File: src/hw/rtl/hsvh_pkg.sv
package hsvh_pkg;

  localparam int unsigned CountWidth = 25;
  localparam logic [CountWidth-1:0] CountMax = {CountWidth{1'b1}};
  localparam int unsigned FracWidth = 17;

  localparam logic [2:0] RegBoxXStart = 3'd0;
  localparam logic [2:0] RegBoxYStart = 3'd1;
  localparam logic [2:0] RegBoxXEnd = 3'd2;
  localparam logic [2:0] RegBoxYEnd = 3'd3;
  localparam logic [2:0] RegValueMin = 3'd4;
  localparam logic [2:0] RegSatMin = 3'd5;

  typedef logic [CountWidth-1:0] count_t;

  typedef struct packed {
    logic        start;
    logic [24:0] dividend;
    logic [24:0] divisor;
  } div_req_t;

endpackage

File: src/hw/rtl/hsvh_ram.sv
module hsvh_ram #(
  parameter int unsigned Width = 8,
  parameter int unsigned Depth = 32
) (
  input  logic                     clk,
  input  logic                     we,
  input  logic [$clog2(Depth)-1:0] waddr,
  input  logic [Width-1:0]         wdata,
  input  logic [$clog2(Depth)-1:0] raddr,
  output logic [Width-1:0]         rdata
);

  logic [Width-1:0] mem [Depth];

  always_ff @(posedge clk) begin
    if (we) begin
      mem[waddr] <= wdata;
    end
    rdata <= mem[raddr];
  end

endmodule

File: src/hw/rtl/hsvh_divider.sv
module hsvh_divider (
  input  logic                         clk,
  input  logic                         rst,
  input  hsvh_pkg::div_req_t           req,
  output logic                         done,
  output logic [hsvh_pkg::FracWidth-1:0] quotient
);
  import hsvh_pkg::*;

  // Restoring division of count*65536 by total, one quotient bit per cycle.
  localparam int unsigned Steps = 41;

  logic [5:0]  step;
  logic        active;
  logic [40:0] dividend;
  logic [25:0] rem;
  logic [24:0] divisor;
  logic [40:0] quo;
  logic [25:0] trial;
  logic [26:0] diff;

  assign trial = {rem[24:0], dividend[40]};
  assign diff = {1'b0, trial} - {2'b0, divisor};

  always_ff @(posedge clk) begin
    if (rst) begin
      active <= 1'b0;
      done <= 1'b0;
      step <= '0;
    end else begin
      done <= 1'b0;
      if (req.start) begin
        active <= 1'b1;
        step <= '0;
      end else if (active) begin
        step <= step + 6'd1;
        if (step == 6'(Steps - 1)) begin
          active <= 1'b0;
          done <= 1'b1;
        end
      end
    end
  end

  always_ff @(posedge clk) begin
    if (req.start) begin
      dividend <= {req.dividend, 16'd0};
      divisor <= req.divisor;
      rem <= '0;
      quo <= '0;
    end else if (active) begin
      dividend <= {dividend[39:0], 1'b0};
      if (!diff[26]) begin
        rem <= diff[25:0];
        quo <= {quo[39:0], 1'b1};
      end else begin
        rem <= trial;
        quo <= {quo[39:0], 1'b0};
      end
    end
  end

  assign quotient = quo[FracWidth-1:0];

endmodule

File: src/hw/rtl/hsvh_classify.sv
module hsvh_classify #(
  parameter int unsigned HUE_BINS = 8,
  parameter int unsigned SAT_BINS = 2,
  parameter int unsigned VAL_BINS = 2,
  parameter int unsigned BinWidth = 5
) (
  input  logic                clk,
  input  logic                rst,
  input  logic                start,
  input  logic [7:0]          red,
  input  logic [7:0]          green,
  input  logic [7:0]          blue,
  input  logic [7:0]          value_min,
  input  logic [7:0]          sat_min,
  output logic                done,
  output logic                keep,
  output logic [BinWidth-1:0] bin
);
  import hsvh_pkg::*;

  // Hue bin found by a sequential search: hb is the count of k in 1..HUE_BINS-1
  // with num*HUE_BINS >= k*6d, one comparison per cycle.
  logic [7:0]  mx, mn, d;
  logic [11:0] num;
  logic [3:0]  hb;
  logic [4:0]  k;
  logic        busy;
  logic        sb;
  logic        vb;
  logic [16:0] lhs, rhs;

  logic [7:0]  c_mx, c_mn, c_d;
  logic [11:0] c_num;
  logic        c_keep;

  always_comb begin
    c_mx = red;
    if (green > c_mx) c_mx = green;
    if (blue > c_mx) c_mx = blue;
    c_mn = red;
    if (green < c_mn) c_mn = green;
    if (blue < c_mn) c_mn = blue;
    c_d = c_mx - c_mn;
    c_keep = (c_mx >= value_min) && ({c_d, 8'd0} >= 16'(sat_min) * 16'(c_mx));
    if (red >= green && red >= blue) begin
      c_num = (green >= blue) ? 12'(green - blue)
                              : 12'(12'd6 * 12'(c_d) - 12'(blue - green));
    end else if (green >= blue) begin
      c_num = 12'(12'd2 * 12'(c_d) + 12'(blue) - 12'(red));
    end else begin
      c_num = 12'(12'd4 * 12'(c_d) + 12'(red) - 12'(green));
    end
  end

  assign lhs = 17'(num) * 17'(HUE_BINS);
  assign rhs = 17'(k) * 17'(6) * 17'(d);

  always_ff @(posedge clk) begin
    if (rst) begin
      busy <= 1'b0;
      done <= 1'b0;
    end else begin
      done <= 1'b0;
      if (start) begin
        busy <= 1'b1;
      end else if (busy && (k >= 5'(HUE_BINS) || d == 8'd0)) begin
        busy <= 1'b0;
        done <= 1'b1;
      end
    end
  end

  always_ff @(posedge clk) begin
    if (start) begin
      mx <= c_mx;
      mn <= c_mn;
      d <= c_d;
      num <= c_num;
      keep <= c_keep;
      hb <= '0;
      k <= 5'd1;
    end else if (busy && k < 5'(HUE_BINS) && d != 8'd0) begin
      if (lhs >= rhs) hb <= 4'(k);
      k <= k + 5'd1;
    end
  end

  always_comb begin
    if (SAT_BINS > 1) sb = (mx != 8'd0) && ({1'b0, d, 1'b0} >= {2'b0, mx});
    else sb = 1'b0;
    if (VAL_BINS > 1) vb = ({mx, 1'b0} >= 9'd255);
    else vb = 1'b0;
    bin = BinWidth'((32'(hb) * SAT_BINS + 32'(sb)) * VAL_BINS + 32'(vb));
  end

  logic unused;
  assign unused = ^mn;

endmodule

File: src/hw/rtl/hsv_region_histogram.sv
// HSV colour histogram of a box in a pixel stream.
// Raise start with a pixel while busy is low; the pixel is taken on that edge
// and its fields may change afterwards.
// Configuration is written through cfg_valid/cfg_ready/cfg_index/cfg_data,
// one beat per register; cfg_ready is high only while the block is idle and
// start is low.
// A pixel outside the box is consumed in its accept cycle. A pixel inside the
// box holds busy while the hue bin is found by one comparison per cycle (a
// grey pixel skips the search), and a counted pixel then passes through a read
// state and a write state to increment and write back its bin count.
// A pixel with frame_end set is handled first, then every bin is emitted in
// order, each as count*65536/total from the 41-step bit-serial divider; each
// bin is cleared in the RAM as it is read.
// Results appear on bin_index/bin_fraction/last_bin for one cycle with
// result_valid; the receiver cannot stall them.
// Reset sets the registers to their defaults and then sweeps every RAM
// address to zero, during which busy stays high.
module hsv_region_histogram #(
  parameter int unsigned HUE_BINS = 8,
  parameter int unsigned SAT_BINS = 2,
  parameter int unsigned VAL_BINS = 2,
  parameter int unsigned MAX_DIM = 4096
) (
  input  logic        clk,
  input  logic        rst,
  input  logic        start,
  output logic        busy,
  input  logic [11:0] pixel_x,
  input  logic [11:0] pixel_y,
  input  logic [7:0]  red,
  input  logic [7:0]  green,
  input  logic [7:0]  blue,
  input  logic        frame_end,
  input  logic        cfg_valid,
  output logic        cfg_ready,
  input  logic [2:0]  cfg_index,
  input  logic [12:0] cfg_data,
  output logic        result_valid,
  output logic [5:0]  bin_index,
  output logic [16:0] bin_fraction,
  output logic        last_bin
);
  import hsvh_pkg::*;

  localparam int unsigned NumBins = HUE_BINS * SAT_BINS * VAL_BINS;
  localparam int unsigned BinWidth = (NumBins > 1) ? $clog2(NumBins) : 1;

  typedef enum logic [7:0] {
    StClear  = 8'b00000001,
    StIdle   = 8'b00000010,
    StClass  = 8'b00000100,
    StRead   = 8'b00001000,
    StWrite  = 8'b00010000,
    StEmitRd = 8'b00100000,
    StDiv    = 8'b01000000,
    StOut    = 8'b10000000
  } state_t;

  state_t state, state_next;

  logic [11:0] box_x_start, box_y_start;
  logic [12:0] box_x_end, box_y_end;
  logic [7:0]  value_min, sat_min;
  count_t      total;
  logic        fe;
  logic        do_count;
  logic        in_box;
  logic [BinWidth-1:0] addr;
  logic [BinWidth-1:0] cls_bin;
  logic        cls_done, cls_keep;
  logic        ram_we;
  logic [BinWidth-1:0] ram_waddr, ram_raddr;
  count_t      ram_wdata, ram_rdata;
  div_req_t    div_req;
  logic        div_done;
  logic [16:0] div_q;
  logic        box_narrow;

  assign cfg_ready = (state == StIdle) && !start;
  assign busy = (state != StIdle);

  always_ff @(posedge clk) begin
    if (rst) begin
      box_x_start <= '0;
      box_y_start <= '0;
      box_x_end <= 13'(MAX_DIM);
      box_y_end <= 13'(MAX_DIM);
      value_min <= 8'd31;
      sat_min <= 8'd15;
    end else if (cfg_valid && cfg_ready) begin
      unique case (cfg_index)
        RegBoxXStart: box_x_start <= cfg_data[11:0];
        RegBoxYStart: box_y_start <= cfg_data[11:0];
        RegBoxXEnd: box_x_end <= cfg_data;
        RegBoxYEnd: box_y_end <= cfg_data;
        RegValueMin: value_min <= cfg_data[7:0];
        RegSatMin: sat_min <= cfg_data[7:0];
        default: ;
      endcase
    end
  end

  assign in_box = ({1'b0, pixel_x} >= {1'b0, box_x_start}) && ({1'b0, pixel_x} < box_x_end)
               && ({1'b0, pixel_y} >= {1'b0, box_y_start}) && ({1'b0, pixel_y} < box_y_end);
  assign box_narrow = (box_x_end < 13'(box_x_start) + 13'd4)
                   || (box_y_end < 13'(box_y_start) + 13'd4);

  hsvh_classify #(
    .HUE_BINS(HUE_BINS), .SAT_BINS(SAT_BINS), .VAL_BINS(VAL_BINS), .BinWidth(BinWidth)
  ) u_classify (
    .clk, .rst,
    .start(state == StIdle && start && in_box),
    .red, .green, .blue, .value_min, .sat_min,
    .done(cls_done), .keep(cls_keep), .bin(cls_bin)
  );

  hsvh_ram #(.Width(CountWidth), .Depth(2 ** BinWidth)) u_ram (
    .clk, .we(ram_we), .waddr(ram_waddr), .wdata(ram_wdata),
    .raddr(ram_raddr), .rdata(ram_rdata)
  );

  hsvh_divider u_div (.clk, .rst, .req(div_req), .done(div_done), .quotient(div_q));

  assign ram_raddr = (state == StClass) ? cls_bin : addr;

  always_comb begin
    ram_we = 1'b0;
    ram_waddr = addr;
    ram_wdata = '0;
    if (state == StClear) ram_we = 1'b1;
    if (state == StWrite) begin
      ram_we = (ram_rdata != CountMax);
      ram_wdata = ram_rdata + 25'd1;
    end
    if (state == StEmitRd) ram_we = 1'b1;
  end

  always_comb begin
    div_req.start = (state == StEmitRd);
    div_req.dividend = ram_rdata;
    div_req.divisor = total;
  end

  always_comb begin
    state_next = state;
    unique case (state)
      StClear: if (addr == BinWidth'(2 ** BinWidth - 1)) state_next = StIdle;
      StIdle: if (start) begin
        if (in_box) state_next = StClass;
        else if (frame_end) state_next = StRead;
      end
      StClass: if (cls_done) begin
        if ((cls_keep && total != CountMax) || fe) state_next = StRead;
        else state_next = StIdle;
      end
      StRead: state_next = do_count ? StWrite : StEmitRd;
      StWrite: state_next = fe ? StRead : StIdle;
      StEmitRd: state_next = StDiv;
      StDiv: if (div_done) state_next = StOut;
      StOut: state_next = (addr == BinWidth'(NumBins - 1)) ? StIdle : StRead;
      default: state_next = StIdle;
    endcase
  end

  always_ff @(posedge clk) begin
    if (rst) begin
      state <= StClear;
      addr <= '0;
      total <= '0;
      fe <= 1'b0;
      do_count <= 1'b0;
      result_valid <= 1'b0;
    end else begin
      state <= state_next;
      result_valid <= 1'b0;
      unique case (state)
        StClear: addr <= addr + BinWidth'(1);
        StIdle: begin
          fe <= frame_end;
          do_count <= 1'b0;
          if (start && !in_box && frame_end) addr <= '0;
        end
        StClass: if (cls_done) begin
          if (cls_keep && total != CountMax) begin
            addr <= cls_bin;
            do_count <= 1'b1;
          end else if (fe) begin
            addr <= '0;
          end
        end
        StWrite: begin
          total <= total + 25'd1;
          do_count <= 1'b0;
          if (fe) addr <= '0;
        end
        StDiv: if (div_done) result_valid <= 1'b1;
        StOut: begin
          if (addr == BinWidth'(NumBins - 1)) total <= '0;
          else addr <= addr + BinWidth'(1);
        end
        default: ;
      endcase
    end
  end

  always_ff @(posedge clk) begin
    if (state == StDiv && div_done) begin
      bin_index <= 6'(addr);
      bin_fraction <= (box_narrow || total == '0) ? 17'd0 : div_q;
      last_bin <= (addr == BinWidth'(NumBins - 1));
    end
  end

endmodule

File: config.mk
export PLATFORM = sky130hd
export DESIGN_NAME = hsv_region_histogram
export DESIGN_NICKNAME = d
export VERILOG_FILES = /design/src/hw/rtl/hsvh_pkg.sv /design/src/hw/rtl/hsvh_ram.sv /design/src/hw/rtl/hsvh_divider.sv /design/src/hw/rtl/hsvh_classify.sv /design/src/hw/rtl/hsv_region_histogram.sv
export SDC_FILE = /design/constraint.sdc
export NUM_CORES = 2
export LEC_CHECK = 0
export ABC_CLOCK_PERIOD_IN_PS = 8990
export BUFFER_PORTS_ARGS = -buffer_cell sky130_fd_sc_hd__buf_2
export CAP_MARGIN = 20
export CORE_MARGIN = 5
export CORE_UTILIZATION = 45
export CTS_BUF_LIST = sky130_fd_sc_hd__clkbuf_8
export CTS_CLUSTER_SIZE = 8
export DETAILED_ROUTE_END_ITERATION = 8
export PLACE_DENSITY = 0.61
export REMOVE_ABC_BUFFERS = 1
export SYNTH_ARGS = -nofsm -noshare
export SYNTH_HDL_FRONTEND = slang
export SYNTH_HIERARCHICAL = 1
export SYNTH_SLANG_ARGS = --single-unit
File: constraint.sdc
create_clock -name clk -period 8.99 [get_ports clk]
set_input_delay 0.4495 -clock clk [delete_from_list [all_inputs] [get_ports clk]]
set_output_delay 0.4495 -clock clk [all_outputs]
set_load 0.01 [all_outputs]
### Yosys cells after proc, flatten, opt, wreduce, memory -nomap -nowiden

Memories as Yosys holds them, arrays and structs flattened. A register that Yosys moved wholly into a read port is not among the register bits.
Cells that the tools add are included.
Widths: inputs -> output; s select.

| storage, ports and cells | value |
|---|---|
| register bits after elaboration | 269 |
| memory bits (writable) | 800 |
| word-level logic and storage cells | 199 |
| memories kept | 1 |

Memory list:

| name | words | bits a word | rd ports | clocked after Yosys merged registers in | wr ports | RTL line | RTL |
|---|---|---|---|---|---|---|---|
| u_ram.mem | 32 | 25 | 1 | 1 | 1 | hsvh_ram.sv:13 | `logic [Width-1:0] mem [Depth];` |

| cells by class | value |
|---|---|
| add/sub/neg operators | 18 |
| multipliers | 4 |
| order comparisons | 20 |
| equal/unequal tests | 27 |
| mux-type cells | 48 |
| bitwise logic cells | 2 |
| reduce and logical (&&, ||, !) cells | 49 |

Operator list:

| kind | number |
|---|---|
| $mux 41 | 2 |
| $mux 8 | 10 |
| $mux 25 | 3 |
| $pmux 8 s8 | 1 |
| $add 25x1->25 const B | 2 |
| $ne 25x25->1 const B | 2 |
| $pmux 25 s2 | 1 |
| $mux 12 | 3 |
| $ge 8x8->1 | 4 |
| $mux 5 | 6 |
| $sub 26x25->27 | 1 |
| $add 12x3->13 const B | 2 |
| $lt 12x13->1 | 2 |
| $lt 13x13->1 | 2 |
| $logic_not 25->1 | 1 |
| $pmux 5 s5 | 1 |
| $ge 12x12->1 | 2 |
| $sub 12x8->12 | 2 |
| $sub 8x8->9 | 2 |
| $logic_and 1x1->1 | 17 |
| $ge 15x16->1 | 1 |
| $ge 16x16->1 | 1 |
| $gt 8x8->1 | 2 |
| $lt 8x8->1 | 2 |
| 51 further kinds | 96 |

### Longest topological paths before layout

| depth | value |
|---|---|
| depth after elaboration | 9 |
| depth in mapped cells | 45 |
| gate-level depth less buffers | 42 |

### By module

The synthesis kept the hierarchy.

Modules (own cells, without submodules):

| module | times used | cells each | area each (µm²) | sequential area each (µm²) |
|---|---|---|---|---|
| hsvh_ram | 1 | 1778 | 31826.8 | 24523.5 |
| hsvh_classify | 1 | 1184 | 10113.4 | 1071.0 |
| hsv_region_histogram | 1 | 1002 | 8120.3 | 2832.7 |
| hsvh_divider | 1 | 505 | 5296.3 | 2502.4 |

### Worst setup path after synthesis

No wires, ideal clock.

| timing | value |
|---|---|
| path kind | input port to flip-flop |
| from | input red[0] |
| to | register u_classify.keep (data pin) |
| setup time | 0.146 ns |
| data arrival time | 8.588 ns |
| required time | 8.844 ns |
| path slack | 0.256 ns |
| cell stages on the path | 36 |
| buffers on the path | 3 |
| cells stage by stage | inv_1 > ha_1 > fa_1 > nand3b_1 > a21oi_2 > or2_1 > buf_2 > clkbuf_1 > a21oi_1 > ha_1 > nand3_1 > o2111a_1 > a211oi_2 > clkbuf_1 > mux2i_1 > nand2_1 > fa_1 > fa_1 > inv_1 > fa_1 > inv_1 > fa_1 > inv_1 > ha_1 > and2_1 > o21ai_0 > a21oi_1 > o21ai_0 > a21oi_1 > o41ai_1 > xnor2_1 > ha_1 > nand4_1 > nor4_1 > o2111ai_1 > a21oi_1 |

| between the ends | value |
|---|---|
| cells in the longest elaborated chain, start to end | 7 |

Ends and longest elaborated chain:

| what | RTL line | RTL |
|---|---|---|
| start, declared | hsv_region_histogram.sv:30 | `input logic [7:0] red,` |
| $gt 8x8->1 | hsvh_classify.sv:38 | `if (green > c_mx) c_mx = green;` |
| $mux 8 * | hsvh_classify.sv:38 |  |
| $gt 8x8->1 | hsvh_classify.sv:39 | `if (blue > c_mx) c_mx = blue;` |
| $mux 8 * | hsvh_classify.sv:39 |  |
| via u_classify.c_mx[6] | hsvh_classify.sv:32 | `logic [7:0] c_mx, c_mn, c_d;` |
| $mul 8x8->16 / $sub 8x8->8 (equally long branches) | hsvh_classify.sv:44, hsvh_classify.sv:43 |  |
| $ge 16x16->1 | hsvh_classify.sv:44 | `c_keep = (c_mx >= value_min) && ({c_d, 8'd0} >= 16'(sat_min) * 16'(c_mx));` |
| $logic_and 1x1->1 * | hsvh_classify.sv:44 |  |
| via u_classify.c_keep | hsvh_classify.sv:34 | `logic c_keep;` |
| end signal, assigned | hsvh_classify.sv:79 | `keep <= c_keep;` |
| end, declared | hsvh_classify.sv:16 | `output logic keep,` |

The timed path passes the listed nets; every way through them passes the cells marked *.
A chain may end at the register's enable or synchronous reset.

### Worst setup path in the final report

Same ends and word-level chain as after synthesis.

==> results.sh <==
export IMPL_outcome="finished, final reports clean"
export IMPL_crit_path_max_fanout=15
export IMPL_finalCriticalPeriod_ns=8.37
export IMPL_drt_initial_drc_count=2556
export IMPL_cp_end_kind="flop"
export IMPL_die_area_um2=130000
export IMPL_drive_gt1_share_pct=11.5
export IMPL_crit_start="red[0]"
export IMPL_ctsRootBufferMaster="clkbuf_8"
export IMPL_layoutNonFillerInstCount=6434
export IMPL_synth_edf_count=902
export IMPL_grt_overflow_total=0
export IMPL_globalplace_congestion=0.864
export IMPL_worstSkewPairLatency_ns=0.88
export IMPL_hold_depth=4
export IMPL_clock_sinks=1094
export IMPL_drtPass1Iterations=6
export IMPL_ys_seq_elements=1094
export IMPL_rr_startpoint="u_classify/k[0]$_SDFFE_PP1P_"
export IMPL_routed_wl_um=134000
export IMPL_required_ns=9.70
export IMPL_port_buffers=94
export IMPL_syn_mean_instance_area_um2=12.4
export IMPL_netlist_instances=4469
export IMPL_syn2layout_area_growth_pct=11.3
export IMPL_synth_main_ff_cell="edfxtp_1"
export IMPL_critPathMostFrequentCell="fa_1"
export IMPL_ys_top_cells_by_area="edfxtp_1 (49%), mux2i_1 (8.1%), ha_1 (7.1%)"
export IMPL_track_usage_pct=20.2
export IMPL_critPathArrivalTime_ns=9.08
export IMPL_worstReg2RegEnd="u_classify/hb[1]$_SDFFE_PP0P_"
export IMPL_path_buf_inv=7
export IMPL_die_h_um=361
export IMPL_async_reset_ff_share_pct=0
export IMPL_route_detailed_drc=0
export IMPL_hold_viol=0
export IMPL_power_density_nw_per_um2=291
export IMPL_syn_cell_area_um2=55400
export IMPL_hp_start="cfg_index[0]"
export IMPL_std_cell_rows=128
export IMPL_nets=5144
export IMPL_fin_skew_ns=0.0513
export IMPL_worstMarginPinSlew_ns=1.10
export IMPL_cts_max_level=4
export IMPL_clkTransAtPathRegs_ns=0.06
export IMPL_cpLargestDelayFamily="adder cells"
export IMPL_hp_class="input port to flop"
export IMPL_die_w_um=361
export IMPL_holdPathEnd="box_x_end[2]$_SDFFE_PP0P_"
export IMPL_dp_hpwl_um=84000
export IMPL_peakVddDrop_uv=550
export IMPL_drv_cap=0
export IMPL_antenna_found_initial=4
export IMPL_leakage_nw=22.1
export IMPL_finalSetupViolations=0
export IMPL_max_clock_path_buffers=3
export IMPL_cp_slowest_stage_delay_ns=0.64
export IMPL_yosysWarnings=6
export IMPL_io_pins=96
export IMPL_final_antenna_net_count=0
export IMPL_crit_slowest_cell="mux2i_1"
export IMPL_fmax_mhz=119
export IMPL_start_util_pct=45.4
export IMPL_timing_slew_headroom_pct=26.4
export IMPL_rsz0062_at_grt="no"
export IMPL_critical_path_class="input port to flop"
export IMPL_dp_cells=6096
export IMPL_fin_crit_sh_pct=93.1
export IMPL_setup_tns_ns=0
export IMPL_drv_slew=0
export IMPL_num_vias=35253
export IMPL_ff2ff_setup_slack_ns=1.93
export IMPL_grt_max_degree=131
export IMPL_first_global_vias=34841
export IMPL_start_kind="input port"
export IMPL_wl_per_cell_um=20.8
export IMPL_grt_pass1_wl_um=206000
export IMPL_reg2regPathDepth=25
export IMPL_yosysTopAreaCell="edfxtp_1"
export IMPL_cts_buffers=175
export IMPL_fillers=10588
export IMPL_synth_top_cell_area_share_pct=48.9
export IMPL_ys_seq_area_share_pct=55.9
export IMPL_cts_tree="done"
export IMPL_ys_types=101
export IMPL_vias_per_cell=5.48
export IMPL_core_area_um2=122000
## cell type report
| class | count | area (um^2) | area share, % |
|---|---|---|---|
| antenna | 3 | 7.51 | 0.0122 |
| clock buffer | 192 | 2640 | 4.29 |
| clock inverter | 118 | 662 | 1.07 |
| inverter | 271 | 1020 | 1.65 |
| multi-input combinational | 2919 | 22600 | 36.7 |
| sequential | 1094 | 30900 | 50.2 |
| tap | 1625 | 2030 | 3.30 |
| timing repair buffer | 212 | 1700 | 2.75 |
## registers in the layout (all words and copies together), names as in the netlist, 13 cells and up
name            cells
u_ram/rdata        25
u_div/rem          25
u_div/dividend     25
u_ram/mem         800
box_x_end          13
bin_fraction       17
u_div/divisor      25
u_div/quo          17
total              25
box_y_end          13
## through the flow
| step | instance area (um^2) | utilization (%) | power (mW) | hold slack, ns | setup WS, ns |
|---|---|---|---|---|---|
| after detailed placement | 58000 | 47.5 | 14.0 | 0.446 | -0.0223 |
| after global routing | 61600 | 50.5 | 19.4 | 0.0171 | 0.154 |
| after CTS | 61500 | 50.4 | 18.1 | 0.00386 | 0.833 |
| after floorplan | 54300 | - | 12.7 | 0.423 | -6.08 |
| after global placement | 57800 | 47.3 | 13.9 | 0.440 | 0.155 |
| final | 61600 | 50.5 | 18.0 | 0.0640 | 0.616 |
## layout by cell type, fill, tap and decap left out, types with 38 or more instances in the layout
master | netlist | layout
a21o_1 | 59 | 59
a21oi_1 | 278 | 273
a22o_1 | 52 | 52
a22oi_1 | 79 | 79
and2_1 | 106 | 105
buf_2 | 39 | 93
buf_4 | 20 | 78
clkbuf_8 | 0 | 192
dfxtp_1 | 192 | 191
edfxtp_1 | 902 | 902
fa_1 | 88 | 88
ha_1 | 314 | 314
inv_1 | 269 | 350
mux2i_1 | 446 | 446
nand2_1 | 357 | 356
nand3_1 | 134 | 134
nand4_1 | 38 | 38
nor2_1 | 234 | 188
nor3_1 | 69 | 68
o21ai_0 | 86 | 86
xnor2_1 | 83 | 83
xor2_1 | 51 | 51
## worst max-delay path by stage
| stage | endpoint | slack (ns) | depth (start not counted) |
|---|---|---|---|
| global route | u_classify/keep$_DFFE_PP_ | 0.15 | 37 |
| finish | u_classify/keep$_DFFE_PP_ | 0.62 | 37 |
| CTS | u_classify/keep$_DFFE_PP_ | 0.83 | 37 |
| floorplan | u_ram/rdata[0]$_DFF_P_ | -6.08 | 9 |
| global placement | u_classify/keep$_DFFE_PP_ | 0.16 | 37 |
| detailed placement | u_classify/keep$_DFFE_PP_ | -0.02 | 37 |
## per-layer routing
metal  wire length [um]  global-route usage, %  up-vias
met5                  7                      0        -
met4               3760                   6.63        2
met3               7220                   3.65      242
met2              62500                   32.7      928
met1              60500                   27.8    17231
li1                   -                      -    16850
## Yosys cell counts, types with 39 or more instances
cell type  number
edfxtp_1      902
mux2i_1       446
a22o_1         52
a22oi_1        79
nor3_1         69
clkbuf_1       82
a21o_1         59
dfxtp_1       192
fa_1           88
and2_1        106
o21ai_0        86
ha_1          314
nand3_1       134
a21oi_1       278
xnor2_1        83
buf_2          39
nor2_1        234
nand2_1       357
inv_1         269
xor2_1         51
## power by group
part / leakage [nW] / internal [mW] / switching, mW
clock network: 1.98 / 2.06 / 1.96
logic: 11.4 / 3.52 / 4.61
registers: 8.76 / 5.67 / 0.142
## cells by family (layout without fill, tap and decap cells)
| group | count (synthesis) | in the layout | share of synthesized area (%) |
|---|---|---|---|
| other | 1 | 4 | 0.00677 |
| DFF | 1094 | 1094 | 55.9 |
| muxes | 477 | 477 | 8.70 |
| xor gates and xnor gates | 135 | 135 | 2.15 |
| AOI/OAI and AO/OA | 755 | 755 | 8.96 |
| adders and majority gates | 402 | 402 | 10.3 |
| and+or+nand+nor | 1149 | 1149 | 10.2 |
| buffers and inverters | 456 | 793 | 3.83 |
## worst register-to-register path, stage by stage (launching register included)
cell     delay, ns
dfxtp_1       0.62
ha_1          0.31
fa_1          0.23
a21o_1        0.12
a21oi_1       0.07
xnor2_1       0.58
nand2_1       0.17
fa_1          0.51
fa_1          0.53
fa_1          0.57
inv_1         0.07
fa_1          0.49
ha_1          0.35
a21oi_1       0.20
nor2b_1       0.07
o21a_1        0.18
o21a_1        0.17
o21a_1        0.18
o41a_1        0.32
xnor2_1       0.13
ha_1          0.29
a21oi_1       0.14
nand2_1       0.14
nand3_1       0.21
mux2i_1       0.21
nor2_1        0.05
## timing repair
item	4_1_cts	5_1_grt
buffers inserted	0	0
resized for setup	0	0
endpoints found under the setup margin	0	0
hold buffers	14	0
endpoints found under the hold margin	68	0
Power figures use the tool's default switching activity.
